--- src/design/otc_pkg.sv ---
// Shared constants, control codes and controller/datapath bundles of the oven thermostat.
// Has no dependencies; the datapath, controller and top level refer to it by scoped names.
package otc_pkg;

    // Field widths of the stream beats and configuration registers.
    localparam int RAW_W    = 12;
    localparam int OFS_W    = 10;
    localparam int SP_W     = 10;
    localparam int INT_W    = 17;
    localparam int SAMPLE_W = 14;
    localparam int TEMP_W   = 12;
    localparam int MEAN_W   = 16;
    localparam int IN_W     = 16;
    localparam int OUT_W    = 32;

    // Configuration port geometry and register indexes.
    localparam int CFG_AW = 4;
    localparam int CFG_DW = 32;
    localparam logic [1:0] REG_OFFSET   = 2'd0;
    localparam logic [1:0] REG_SETPOINT = 2'd1;
    localparam logic [1:0] REG_INTERVAL = 2'd2;

    // Reset value of the interval register and the saturation value of the tick counter.
    localparam logic [INT_W-1:0] INTERVAL_RESET = 17'd60000;
    localparam logic [INT_W-1:0] TICK_MAX       = 17'h1FFFF;

    // Item kinds carried on the input tuser bit.
    localparam logic FUNC_READING = 1'b0;
    localparam logic FUNC_TICK    = 1'b1;

    // Commands from the controller to the datapath.
    typedef struct packed {
        logic sample_load;
        logic short_rd;
        logic short_upd;
        logic sdiv_start;
        logic temp_upd;
        logic long_rd;
        logic long_upd;
        logic ldiv_start;
        logic mean_upd;
        logic out_load;
        logic tick;
    } t_cmd;

    // Status from the datapath to the controller.
    typedef struct packed {
        logic div_done;
        logic long_go;
    } t_sts;

endpackage

--- src/design/otc_ram.sv ---
// Generic single-write, single-read RAM with a registered read port.
// No dependencies; used for the short and long averaging rings.
module otc_ram #(
    parameter int WIDTH = 8,
    parameter int DEPTH = 8,
    localparam int AW = (DEPTH > 1) ? $clog2(DEPTH) : 1
) (
    input  logic             i_clk,
    input  logic             i_we,
    input  logic [AW-1:0]    i_waddr,
    input  logic [WIDTH-1:0] i_wdata,
    input  logic             i_re,
    input  logic [AW-1:0]    i_raddr,
    output logic [WIDTH-1:0] o_rdata
);

    logic [WIDTH-1:0] r_mem [DEPTH];
    logic [WIDTH-1:0] r_rdata;

    // Write port and registered read port.
    always_ff @(posedge i_clk) begin
        if (i_we) begin
            r_mem[i_waddr] <= i_wdata;
        end
        if (i_re) begin
            r_rdata <= r_mem[i_raddr];
        end
    end

    assign o_rdata = r_rdata;

endmodule

--- src/design/otc_div.sv ---
// Restoring serial divider, one quotient bit per cycle, for the rounded means.
// No package dependencies; instantiated by the thermostat datapath.
module otc_div #(
    parameter int NUM_W = 21,
    parameter int DEN_W = 10
) (
    input  logic             i_clk,
    input  logic             i_rst_n,
    input  logic             i_start,
    input  logic [NUM_W-1:0] i_num,
    input  logic [DEN_W-1:0] i_den,
    output logic             o_done,
    output logic [NUM_W-1:0] o_quo
);

    localparam int CNT_W = $clog2(NUM_W + 1);

    logic             r_busy, n_busy;
    logic             r_done, n_done;
    logic [CNT_W-1:0] r_cnt, n_cnt;
    logic [DEN_W-1:0] r_rem, n_rem;
    logic [DEN_W-1:0] r_den, n_den;
    logic [NUM_W-1:0] r_quo, n_quo;
    logic [DEN_W:0]   trial;
    logic [DEN_W:0]   diff;
    logic             fits;

    // One trial subtraction per cycle; the dividend shifts out as quotient bits shift in.
    always_comb begin
        trial  = {r_rem, r_quo[NUM_W-1]};
        diff   = trial - {1'b0, r_den};
        fits   = (trial >= {1'b0, r_den});
        n_busy = r_busy;
        n_done = 1'b0;
        n_cnt  = r_cnt;
        n_rem  = r_rem;
        n_den  = r_den;
        n_quo  = r_quo;
        if (i_start) begin
            n_busy = 1'b1;
            n_cnt  = CNT_W'(NUM_W);
            n_rem  = '0;
            n_den  = i_den;
            n_quo  = i_num;
        end else if (r_busy) begin
            n_rem = fits ? diff[DEN_W-1:0] : trial[DEN_W-1:0];
            n_quo = {r_quo[NUM_W-2:0], fits};
            n_cnt = r_cnt - 1'b1;
            if (r_cnt == CNT_W'(1)) begin
                n_busy = 1'b0;
                n_done = 1'b1;
            end
        end
    end

    // Control state is reset; the arithmetic registers are loaded at start.
    always_ff @(posedge i_clk) begin
        if (!i_rst_n) begin
            r_busy <= 1'b0;
            r_done <= 1'b0;
            r_cnt  <= '0;
        end else begin
            r_busy <= n_busy;
            r_done <= n_done;
            r_cnt  <= n_cnt;
        end
        r_rem <= n_rem;
        r_den <= n_den;
        r_quo <= n_quo;
    end

    assign o_done = r_done;
    assign o_quo  = r_quo;

endmodule

--- src/design/otc_dp.sv ---
// Thermostat datapath: averaging rings, running totals, shared divider, relay and outputs.
// Depends on otc_pkg, otc_ram and otc_div; driven by commands from otc_ctrl.
module otc_dp #(
    parameter int SHORT_DEPTH = 8,
    parameter int LONG_DEPTH  = 16
) (
    input  logic                                 i_clk,
    input  logic                                 i_rst_n,
    input  otc_pkg::t_cmd                        i_cmd,
    output otc_pkg::t_sts                        o_sts,
    input  logic [otc_pkg::RAW_W-1:0]            i_raw,
    input  logic signed [otc_pkg::OFS_W-1:0]     i_offset,
    input  logic [otc_pkg::SP_W-1:0]             i_setpoint,
    input  logic [otc_pkg::INT_W-1:0]            i_interval,
    output logic [otc_pkg::OUT_W-1:0]            o_result
);

    localparam int SAW  = (SHORT_DEPTH > 1) ? $clog2(SHORT_DEPTH) : 1;
    localparam int SFW  = $clog2(SHORT_DEPTH + 1);
    localparam int STW  = otc_pkg::SAMPLE_W + $clog2(SHORT_DEPTH);
    localparam int LAW  = (LONG_DEPTH > 1) ? $clog2(LONG_DEPTH) : 1;
    localparam int LFW  = $clog2(LONG_DEPTH + 1);
    localparam int LTW  = otc_pkg::TEMP_W + $clog2(LONG_DEPTH);
    localparam int NW   = (STW + 1 > LTW + 5) ? STW + 1 : LTW + 5;
    localparam int SDEN = 8 * SHORT_DEPTH;
    localparam int LDEN = 2 * LONG_DEPTH;
    localparam int DW   = $clog2(((SDEN > LDEN) ? SDEN : LDEN) + 1);
    localparam int SMW  = otc_pkg::SAMPLE_W;
    localparam int TW   = otc_pkg::TEMP_W;
    localparam int MW   = otc_pkg::MEAN_W;

    // Ring pointers, fill counts, totals and latched results.
    logic signed [SMW-1:0]  r_sample;
    logic [SAW-1:0]         r_swpos, n_swpos;
    logic [SFW-1:0]         r_sfill, n_sfill;
    logic signed [STW-1:0]  r_stotal, n_stotal;
    logic [LAW-1:0]         r_lwpos, n_lwpos;
    logic [LFW-1:0]         r_lfill, n_lfill;
    logic signed [LTW-1:0]  r_ltotal, n_ltotal;
    logic signed [MW-1:0]   r_lmean, n_lmean;
    logic                   r_reached, n_reached;
    logic                   r_relay, n_relay;
    logic [otc_pkg::INT_W-1:0] r_tick, n_tick;
    logic                   r_taken, n_taken;
    logic signed [TW-1:0]   r_temp;
    logic                   r_sneg;
    logic                   r_lneg;
    logic [otc_pkg::OUT_W-1:0] r_out;

    // Ring read data, divider interface and intermediate values.
    logic signed [SMW-1:0]  s_rdata;
    logic signed [TW-1:0]   l_rdata;
    logic signed [SMW-1:0]  s_old;
    logic signed [TW-1:0]   l_old;
    logic signed [STW-1:0]  s_new_ext, s_old_ext;
    logic signed [LTW-1:0]  l_new_ext, l_old_ext;
    logic [STW-1:0]         s_mag;
    logic [LTW-1:0]         l_mag;
    logic [NW-1:0]          s_num, l_num, div_num;
    logic [DW-1:0]          s_den, l_den, div_den;
    logic                   div_start;
    logic                   div_done;
    logic [NW-1:0]          div_quo;
    logic [TW-1:0]          q_temp;
    logic [MW-1:0]          q_mean;
    logic signed [TW-1:0]   temp_val;
    logic signed [TW-1:0]   sp_ext;
    logic signed [SMW-1:0]  sample_val;
    logic signed [SMW-1:0]  raw_ext;
    logic signed [SMW-1:0]  ofs_ext;

    otc_ram #(.WIDTH(SMW), .DEPTH(SHORT_DEPTH)) u_short_ram (
        .i_clk   (i_clk),
        .i_we    (i_cmd.short_upd),
        .i_waddr (r_swpos),
        .i_wdata (r_sample),
        .i_re    (i_cmd.short_rd),
        .i_raddr (r_swpos),
        .o_rdata (s_rdata)
    );

    otc_ram #(.WIDTH(TW), .DEPTH(LONG_DEPTH)) u_long_ram (
        .i_clk   (i_clk),
        .i_we    (i_cmd.long_upd),
        .i_waddr (r_lwpos),
        .i_wdata (r_temp),
        .i_re    (i_cmd.long_rd),
        .i_raddr (r_lwpos),
        .o_rdata (l_rdata)
    );

    otc_div #(.NUM_W(NW), .DEN_W(DW)) u_div (
        .i_clk   (i_clk),
        .i_rst_n (i_rst_n),
        .i_start (div_start),
        .i_num   (div_num),
        .i_den   (div_den),
        .o_done  (div_done),
        .o_quo   (div_quo)
    );

    // Calibrated sample: raw reading plus the signed offset, both in quarter degrees.
    always_comb begin
        raw_ext    = SMW'(i_raw);
        ofs_ext    = i_offset;
        sample_val = raw_ext + ofs_ext;
    end

    // An entry not yet overwritten since reset is treated as zero.
    always_comb begin
        s_old     = (r_sfill == SFW'(SHORT_DEPTH)) ? s_rdata : '0;
        l_old     = (r_lfill == LFW'(LONG_DEPTH)) ? l_rdata : '0;
        s_new_ext = r_sample;
        s_old_ext = s_old;
        l_new_ext = r_temp;
        l_old_ext = l_old;
    end

    // Halves away from zero; T=|total|, n=fill: short (2T+4n)/(8n), long (32T+n)/(2n).
    always_comb begin
        s_mag     = r_stotal[STW-1] ? STW'(-r_stotal) : STW'(r_stotal);
        l_mag     = r_ltotal[LTW-1] ? LTW'(-r_ltotal) : LTW'(r_ltotal);
        s_den     = DW'({r_sfill, 3'b000});
        l_den     = DW'({r_lfill, 1'b0});
        s_num     = NW'({s_mag, 1'b0}) + NW'({r_sfill, 2'b00});
        l_num     = NW'({l_mag, 5'b00000}) + NW'(r_lfill);
        div_start = i_cmd.sdiv_start | i_cmd.ldiv_start;
        div_num   = i_cmd.ldiv_start ? l_num : s_num;
        div_den   = i_cmd.ldiv_start ? l_den : s_den;
    end

    // Restore the sign of the quotients.
    always_comb begin
        q_temp   = div_quo[TW-1:0];
        q_mean   = div_quo[MW-1:0];
        temp_val = r_sneg ? TW'(-q_temp) : TW'(q_temp);
        sp_ext   = TW'(i_setpoint);
    end

    // Next-state logic of the control and accumulator registers.
    always_comb begin
        n_swpos   = r_swpos;
        n_sfill   = r_sfill;
        n_stotal  = r_stotal;
        n_lwpos   = r_lwpos;
        n_lfill   = r_lfill;
        n_ltotal  = r_ltotal;
        n_lmean   = r_lmean;
        n_reached = r_reached;
        n_relay   = r_relay;
        n_tick    = r_tick;
        n_taken   = r_taken;
        if (i_cmd.tick && (r_tick != otc_pkg::TICK_MAX)) begin
            n_tick = r_tick + 1'b1;
        end
        if (i_cmd.sample_load) begin
            n_taken = 1'b0;
        end
        if (i_cmd.short_upd) begin
            n_stotal = r_stotal + s_new_ext - s_old_ext;
            n_swpos  = (r_swpos == SAW'(SHORT_DEPTH - 1)) ? '0 : r_swpos + 1'b1;
            if (r_sfill != SFW'(SHORT_DEPTH)) begin
                n_sfill = r_sfill + 1'b1;
            end
        end
        if (i_cmd.temp_upd) begin
            if (temp_val >= sp_ext) begin
                n_reached = 1'b1;
            end
            n_relay = (temp_val <= sp_ext);
        end
        if (i_cmd.long_upd) begin
            n_tick   = '0;
            n_taken  = 1'b1;
            n_ltotal = r_ltotal + l_new_ext - l_old_ext;
            n_lwpos  = (r_lwpos == LAW'(LONG_DEPTH - 1)) ? '0 : r_lwpos + 1'b1;
            if (r_lfill != LFW'(LONG_DEPTH)) begin
                n_lfill = r_lfill + 1'b1;
            end
        end
        if (i_cmd.mean_upd) begin
            n_lmean = r_lneg ? MW'(-q_mean) : MW'(q_mean);
        end
    end

    // Model state is cleared at reset; the rings rely on the fill counts instead.
    always_ff @(posedge i_clk) begin
        if (!i_rst_n) begin
            r_swpos   <= '0;
            r_sfill   <= '0;
            r_stotal  <= '0;
            r_lwpos   <= '0;
            r_lfill   <= '0;
            r_ltotal  <= '0;
            r_lmean   <= '0;
            r_reached <= 1'b0;
            r_relay   <= 1'b0;
            r_tick    <= '0;
            r_taken   <= 1'b0;
        end else begin
            r_swpos   <= n_swpos;
            r_sfill   <= n_sfill;
            r_stotal  <= n_stotal;
            r_lwpos   <= n_lwpos;
            r_lfill   <= n_lfill;
            r_ltotal  <= n_ltotal;
            r_lmean   <= n_lmean;
            r_reached <= n_reached;
            r_relay   <= n_relay;
            r_tick    <= n_tick;
            r_taken   <= n_taken;
        end
    end

    // Payload registers loaded on command.
    always_ff @(posedge i_clk) begin
        if (i_cmd.sample_load) begin
            r_sample <= sample_val;
        end
        if (i_cmd.sdiv_start) begin
            r_sneg <= r_stotal[STW-1];
        end
        if (i_cmd.ldiv_start) begin
            r_lneg <= r_ltotal[LTW-1];
        end
        if (i_cmd.temp_upd) begin
            r_temp <= temp_val;
        end
        if (i_cmd.out_load) begin
            r_out <= {r_taken, (r_lfill != '0), r_lmean, r_reached, r_relay, r_temp};
        end
    end

    // A long sample is due once the setpoint was reached and the interval has elapsed.
    assign o_sts.div_done = div_done;
    assign o_sts.long_go  = r_reached && (r_tick >= i_interval);
    assign o_result       = r_out;

endmodule

--- src/design/otc_ctrl.sv ---
// Thermostat controller: one-hot sequencer for the stream handshakes and datapath commands.
// Depends on otc_pkg for the command and status bundles.
module otc_ctrl (
    input  logic          i_clk,
    input  logic          i_rst_n,
    input  logic          i_s_valid,
    input  logic          i_s_func,
    output logic          o_s_ready,
    output logic          o_m_valid,
    input  logic          i_m_ready,
    output otc_pkg::t_cmd o_cmd,
    input  otc_pkg::t_sts i_sts
);

    typedef enum logic [8:0] {
        ST_IDLE = 9'b000000001,
        ST_SSUM = 9'b000000010,
        ST_SST  = 9'b000000100,
        ST_SDIV = 9'b000001000,
        ST_DEC  = 9'b000010000,
        ST_LSUM = 9'b000100000,
        ST_LST  = 9'b001000000,
        ST_LDIV = 9'b010000000,
        ST_OUT  = 9'b100000000
    } t_state;

    t_state r_state, n_state;
    logic   r_m_valid, n_m_valid;
    logic   accept;

    assign o_s_ready = (r_state == ST_IDLE);
    assign accept    = i_s_valid && o_s_ready;

    // Sequence of a reading: short ring update, short mean, optional long sample, result hand-off.
    always_comb begin
        o_cmd     = '0;
        n_state   = r_state;
        n_m_valid = r_m_valid && !i_m_ready;
        case (r_state)
            ST_IDLE: begin
                if (accept) begin
                    if (i_s_func == otc_pkg::FUNC_TICK) begin
                        o_cmd.tick = 1'b1;
                    end else begin
                        o_cmd.sample_load = 1'b1;
                        o_cmd.short_rd    = 1'b1;
                        n_state           = ST_SSUM;
                    end
                end
            end
            ST_SSUM: begin
                o_cmd.short_upd = 1'b1;
                n_state         = ST_SST;
            end
            ST_SST: begin
                o_cmd.sdiv_start = 1'b1;
                n_state          = ST_SDIV;
            end
            ST_SDIV: begin
                if (i_sts.div_done) begin
                    o_cmd.temp_upd = 1'b1;
                    n_state        = ST_DEC;
                end
            end
            ST_DEC: begin
                if (i_sts.long_go) begin
                    o_cmd.long_rd = 1'b1;
                    n_state       = ST_LSUM;
                end else begin
                    n_state = ST_OUT;
                end
            end
            ST_LSUM: begin
                o_cmd.long_upd = 1'b1;
                n_state        = ST_LST;
            end
            ST_LST: begin
                o_cmd.ldiv_start = 1'b1;
                n_state          = ST_LDIV;
            end
            ST_LDIV: begin
                if (i_sts.div_done) begin
                    o_cmd.mean_upd = 1'b1;
                    n_state        = ST_OUT;
                end
            end
            ST_OUT: begin
                // Wait until the output register is free, then load the result beat.
                if (!r_m_valid || i_m_ready) begin
                    o_cmd.out_load = 1'b1;
                    n_m_valid      = 1'b1;
                    n_state        = ST_IDLE;
                end
            end
            default: begin
                n_state = ST_IDLE;
            end
        endcase
    end

    always_ff @(posedge i_clk) begin
        if (!i_rst_n) begin
            r_state   <= ST_IDLE;
            r_m_valid <= 1'b0;
        end else begin
            r_state   <= n_state;
            r_m_valid <= n_m_valid;
        end
    end

    assign o_m_valid = r_m_valid;

endmodule

--- src/design/oven_temperature_thermostat_core.sv ---
// Top level of the oven thermostat: configuration registers, controller and datapath.
// Depends on otc_pkg, otc_ctrl and otc_dp (which holds otc_ram and otc_div).
//
// Channel   | Kind          | Payload
// ----------+---------------+---------------------------------------------------------
// s_axis    | stream in     | tdata: raw_quarters; tuser: func (0 reading, 1 tick)
// m_axis    | stream out    | tdata: calibrated_degrees .. long_sample_taken
// apb       | register port | offset_quarters, setpoint_degrees, interval_ticks
//
// A reading passes through the short mean and, when a long sample is due, the long mean;
// the serial divider (numerator width NW, 21 at the default depths), shared by both means,
// computes each in turn. Reset clears the control and accumulator registers; the rings are
// not cleared, since the fill counts mask stale entries, so no clearing pass is needed.
// The input is taken only while the sequencer is idle; a result waiting in the output
// register does not block new beats until the next result is ready to be loaded.
module oven_temperature_thermostat_core #(
    parameter int SHORT_DEPTH = 8,
    parameter int LONG_DEPTH  = 16
) (
    input  logic                          i_clk,
    input  logic                          i_rst_n,
    // Input stream.
    input  logic                          s_axis_tvalid,
    output logic                          s_axis_tready,
    input  logic [otc_pkg::IN_W-1:0]      s_axis_tdata,   // [11:0] raw_quarters, [15:12] zero
    input  logic                          s_axis_tuser,   // [0] func
    // Output stream.
    output logic                          m_axis_tvalid,
    input  logic                          m_axis_tready,
    output logic [otc_pkg::OUT_W-1:0]     m_axis_tdata,   // [11:0] calibrated_degrees,
                                                          // [12] relay_drive,
                                                          // [13] reached_flag,
                                                          // [29:14] long_mean_x16,
                                                          // [30] long_mean_valid,
                                                          // [31] long_sample_taken
    // Configuration port.
    input  logic                          psel,
    input  logic                          penable,
    input  logic                          pwrite,
    input  logic [otc_pkg::CFG_AW-1:0]    paddr,
    input  logic [otc_pkg::CFG_DW-1:0]    pwdata,
    output logic [otc_pkg::CFG_DW-1:0]    prdata,
    output logic                          pready
);

    logic [otc_pkg::OFS_W-1:0] r_offset;
    logic [otc_pkg::SP_W-1:0]  r_setpoint;
    logic [otc_pkg::INT_W-1:0] r_interval;
    logic                      cfg_wr;
    logic [1:0]                cfg_idx;
    otc_pkg::t_cmd             cmd;
    otc_pkg::t_sts             sts;

    // Register writes complete in the access cycle; the port never stalls.
    assign pready  = 1'b1;
    assign cfg_wr  = psel && penable && pwrite && pready;
    assign cfg_idx = paddr[3:2];

    always_ff @(posedge i_clk) begin
        if (!i_rst_n) begin
            r_offset   <= '0;
            r_setpoint <= '0;
            r_interval <= otc_pkg::INTERVAL_RESET;
        end else if (cfg_wr) begin
            case (cfg_idx)
                otc_pkg::REG_OFFSET:   r_offset   <= pwdata[otc_pkg::OFS_W-1:0];
                otc_pkg::REG_SETPOINT: r_setpoint <= pwdata[otc_pkg::SP_W-1:0];
                otc_pkg::REG_INTERVAL: r_interval <= pwdata[otc_pkg::INT_W-1:0];
                default: begin
                end
            endcase
        end
    end

    // Register read-back.
    always_comb begin
        case (cfg_idx)
            otc_pkg::REG_OFFSET:   prdata = otc_pkg::CFG_DW'(r_offset);
            otc_pkg::REG_SETPOINT: prdata = otc_pkg::CFG_DW'(r_setpoint);
            otc_pkg::REG_INTERVAL: prdata = otc_pkg::CFG_DW'(r_interval);
            default:               prdata = '0;
        endcase
    end

    otc_ctrl u_ctrl (
        .i_clk     (i_clk),
        .i_rst_n   (i_rst_n),
        .i_s_valid (s_axis_tvalid),
        .i_s_func  (s_axis_tuser),
        .o_s_ready (s_axis_tready),
        .o_m_valid (m_axis_tvalid),
        .i_m_ready (m_axis_tready),
        .o_cmd     (cmd),
        .i_sts     (sts)
    );

    otc_dp #(.SHORT_DEPTH(SHORT_DEPTH), .LONG_DEPTH(LONG_DEPTH)) u_dp (
        .i_clk      (i_clk),
        .i_rst_n    (i_rst_n),
        .i_cmd      (cmd),
        .o_sts      (sts),
        .i_raw      (s_axis_tdata[otc_pkg::RAW_W-1:0]),
        .i_offset   (r_offset),
        .i_setpoint (r_setpoint),
        .i_interval (r_interval),
        .o_result   (m_axis_tdata)
    );

    // A tick beat never produces a result on its own.
    a_tick_no_result: assert property (@(posedge i_clk) disable iff (!i_rst_n)
        (s_axis_tvalid && s_axis_tready && (s_axis_tuser == otc_pkg::FUNC_TICK)
         && !m_axis_tvalid) |=> !m_axis_tvalid)
        else $error("tick beat produced a result");

    // A reading occupies the sequencer, so the input cannot be taken on the next cycle.
    a_reading_busy: assert property (@(posedge i_clk) disable iff (!i_rst_n)
        (s_axis_tvalid && s_axis_tready && (s_axis_tuser == otc_pkg::FUNC_READING))
        |=> !s_axis_tready)
        else $error("input ready right after a reading");

    // A long sample leaves the long ring non-empty.
    a_taken_valid: assert property (@(posedge i_clk) disable iff (!i_rst_n)
        (m_axis_tvalid && m_axis_tdata[31]) |-> m_axis_tdata[30])
        else $error("long sample taken without a valid long mean");

    // The relay is off only above the setpoint, which also sets the reached flag.
    a_relay_reached: assert property (@(posedge i_clk) disable iff (!i_rst_n)
        (m_axis_tvalid && !m_axis_tdata[12]) |-> m_axis_tdata[13])
        else $error("relay off while setpoint never reached");

endmodule
--- config.mk ---
export PLATFORM = sky130hd
export DESIGN_NAME = oven_temperature_thermostat_core
export DESIGN_NICKNAME = d
export VERILOG_FILES = /design/src/design/otc_pkg.sv /design/src/design/otc_ram.sv /design/src/design/otc_div.sv /design/src/design/otc_dp.sv /design/src/design/otc_ctrl.sv /design/src/design/oven_temperature_thermostat_core.sv
export SDC_FILE = /design/constraint.sdc
export NUM_CORES = 1
export LEC_CHECK = 0
export BUFFER_PORTS_ARGS = -buffer_cell sky130_fd_sc_hd__clkbuf_2
export CORE_AREA = 10 10 258 236
export DETAILED_ROUTE_END_ITERATION = 8
export DIE_AREA = 0 0 268 246
export GPL_ROUTABILITY_DRIVEN = 0
export PLACE_DENSITY = 0.78
export SKIP_LAST_GASP = 1
export SLEW_MARGIN = 10
export SYNTH_ARGS = -nofsm -noshare
export SYNTH_HDL_FRONTEND = slang
export SYNTH_SLANG_ARGS = --single-unit
--- constraint.sdc ---
create_clock -name i_clk -period 5.2 [get_ports i_clk]
set_input_delay 0.26 -clock i_clk [delete_from_list [all_inputs] [get_ports i_clk]]
set_output_delay 0.26 -clock i_clk [all_outputs]
set_load 0.005 [all_outputs]
==> impl_metrics.yaml <==
timing:
  relSlewSlack: 0.195
  worst_slack_ns: 1.11
  clock.fmax_mhz: 245
  maxSlewViolCount: 0
  timing.hold.ws_ns: 0.0107
  period_share: 0.786
  rsz0062_at_grt: "no"
  finalSetupViolations: 0
  tightest_slew_ns: 1.21
  hold_violations: 0
  fin_skew_ns: 0.0273
  tns_ns: 0
  fin_crit_ns: 4.09
final_layout:
  fin_cells: 3089
  antenna_cells: 0
  final_nets: 2526
  drive_above_1_share: 0.136
  utilization: 0.556
  areaGrowthSynthToFinish_pct: 11.8
  fin_area_mm2: 0.0307
  fill_cells: 4332
global_route:
  met2_usage: 0.330
  grt_pass1_wl_um: 103000
  grt.busiest_layer: "met2"
  antenna_found_initial: 3
  grt_max_degree: 93
  met1_usage: 0.259
  grtUsageTotal: 0.199
  grt_pass1_vias: 18417
  grt.overflow.total: 0
  gr-usage-met3: 0.0392
pwr:
  peakVddDrop_mv: 0.267
  power_frac_clock: 0.442
  p_sw_mw: 1.96
  p_comb_frac: 0.038
  swShare: 0.210
  power_density_mw_per_mm2: 304
  seq_power_share: 0.520
  intPower_mw: 7.36
  p_total_mw: 9.32
  leakage_nw: 11.2
drt:
  drt_iter0_drc: 1970
  wire_per_inst_um: 21.4
  routed_wl_um: 66000
  ant_nets: 0
  num_vias: 18120
  drc_errors: 0
  first_pass_iters: 5
  routed_via_density: 5.87
yosys:
  synth_xor_area_frac: 0.0383
  synth_top_area_frac: 0.457
  yosys.area_share.simple: 0.110
  yosysWarnings: 0
  syn_area_per_cell_um2: 12.2
  synth_area_leaders: "edfxtp_1 (46%), dfxtp_1 (11%), mux4_2 (5.4%)"
  synth_most_common_cell: "edfxtp_1"
  netlist_instances: 2239
  async_flop_share: 0
  synth_top_flop_cell: "edfxtp_1"
  muxShareOfSynthArea: 0.0761
  yosysTopAreaCell: "edfxtp_1"
  ys_seq_elements: 563
  synth_top_family_by_area: "simple AND/OR/NAND/NOR gates"
  synthAdderAreaFrac: 0.0709
  synth_compound_area_frac: 0.0959
  synth_edf_count: 417
  yosysUniqueCellTypes: 82
  synth_commonest_cells: "edfxtp_1 (417), inv_1 (192), nand2_1 (189), dfxtp_1 (146), ha_1 (101)"
  yosysSeqAreaShare: 0.563
  syn-cell-area_mm2: 0.0274
die:
  dieWidth_um: 268
  start_util: 0.497
  rows: 82
  die_area_mm2: 0.0659
  core-area_mm2: 0.0552
  pin_count: 127
  die_h_um: 246
worst_hold_path:
  holdPathStages: 2
  hold_class: "primary input to register"
job:
  drv_cap: 0
worst_setup_path:
  crit_path_end_kind: "register"
  path_class: "register to register"
  crit_required_ns: 5.75
  rr_worst_depth: 14
  start_kind: "register"
  crit_fanout: 15
  worstPathArrival_ns: 4.64
clock_network:
  clkSlewWorstSetupHoldPaths_ns: 0.06
  cts_tree: "built"
  htree_levels: 2
  clk_latency_ns: 0.63
  clockBufferDepth: 3
  cts_root_buf: "clkbuf_16"
  numClockSinks: 563
  cts_buffers: 53
place:
  dp.cells: 2972
  port_buffers: 89
  place_ws_ns: 1.26
  dp_hpwl_um: 44900
  place_area_mm2: 0.0286
status:
  status: "completed"
worst max-delay path: stages, from the launching register on:
cell and delay (ns):
dfxtp_1 0.43, inv_1 0.13, ha_1 0.20, and3b_1 0.34
and2_1 0.26, fa_1 0.48, inv_1 0.06, ha_1 0.33
o21ai_0 0.13, nor3_1 0.33, nor3_1 0.15, o31ai_1 0.53
a31oi_1 0.19, nor4b_1 0.32, a211o_1 0.13
power groups by stage:
stage | clock [mW] | sequential (mW) | combinational, mW
floorplan | 0 | 4.92 | 0.261
global placement | 0 | 4.94 | 0.320
detailed placement | 0 | 4.94 | 0.333
CTS | 4.17 | 4.84 | 0.349
global route | 4.35 | 4.84 | 0.391
finish | 4.12 | 4.84 | 0.352
cell usage in the layout (no fill, tap or decap), drive strengths merged, types with 66 or more instances in the layout:
| master | count |
|---|---|
| xnor2 | 82 |
| inv | 193 |
| a21oi | 66 |
| ha | 101 |
| clkbuf | 157 |
| nand2 | 189 |
| mux4 | 66 |
| nor2 | 99 |
| dfxtp | 146 |
| edfxtp | 417 |
| o21ai | 99 |
state kept, by name, summed over array words and instances, names as in the netlist, 6 cells and up:
register                  flops
u_dp.u_div.r_rem              7
r_offset                     10
u_dp.r_ltotal                16
u_dp.u_short_ram.r_mem      112
u_dp.r_tick                  17
u_dp.u_div.o_quo             21
u_dp.r_temp                  12
r_setpoint                   10
u_dp.u_long_ram.r_mem       192
u_dp.o_result                32
u_dp.r_stotal                17
u_dp.r_lmean                 16
u_dp.u_long_ram.o_rdata      12
u_dp.u_div.r_den              6
r_interval                   17
u_ctrl.r_state                9
u_dp.u_short_ram.o_rdata     14
u_dp.r_sample                14
area by class of cell:
type	count	area, um^2	area share
inverters	194	728	0.0237
well taps	714	893	0.0291
clock inverters	30	404	0.0132
clock buffers	69	1470	0.0479
multi-input cells	1377	10800	0.353
repair buffers	142	891	0.0290
flip-flops and latches	563	15500	0.504
final timing paths:
check,start,to,slack (ns)
worst max-delay path,u_dp.r_sfill[1]$_SDFFE_PN0P_,u_dp.r_stotal[13]$_SDFFE_PN0P_,1.11
worst min-delay path,s_axis_tdata[0],u_dp.r_sample[0]$_DFFE_PP_,0.01
worst max register to register,u_dp.r_sfill[1]$_SDFFE_PN0P_,u_dp.r_stotal[13]$_SDFFE_PN0P_,1.11
worst min register to register,u_dp.r_relay$_SDFFE_PN0P_,u_dp.o_result[12]$_DFFE_PP_,0.43
logic make-up (layout without fill, tap and decap cells):
family          after synthesis  count (layout)
compound gates              392             392
xor+xnor                    120             120
fa+ha+maj                   135             135
buf+inv                     313             435
flops                       563             563
mux                         124             124
other cells                   2              16
simple gates                590             590
layer usage:
metal / vias up / part of all wire
met3: 137 / 0.084
li1: 8279 / -
met2: 727 / 0.48
met5: - / 0.00014
met1: 8975 / 0.41
met4: 2 / 0.029
what timing repair did:
item / 4_1_cts / 5_1_grt
setup buffers: 0 / 0
resized for setup: 0 / 0
hold endpoints to repair: 38 / 0
hold buffers: 18 / 0
Power figures use the tool's default switching activity.
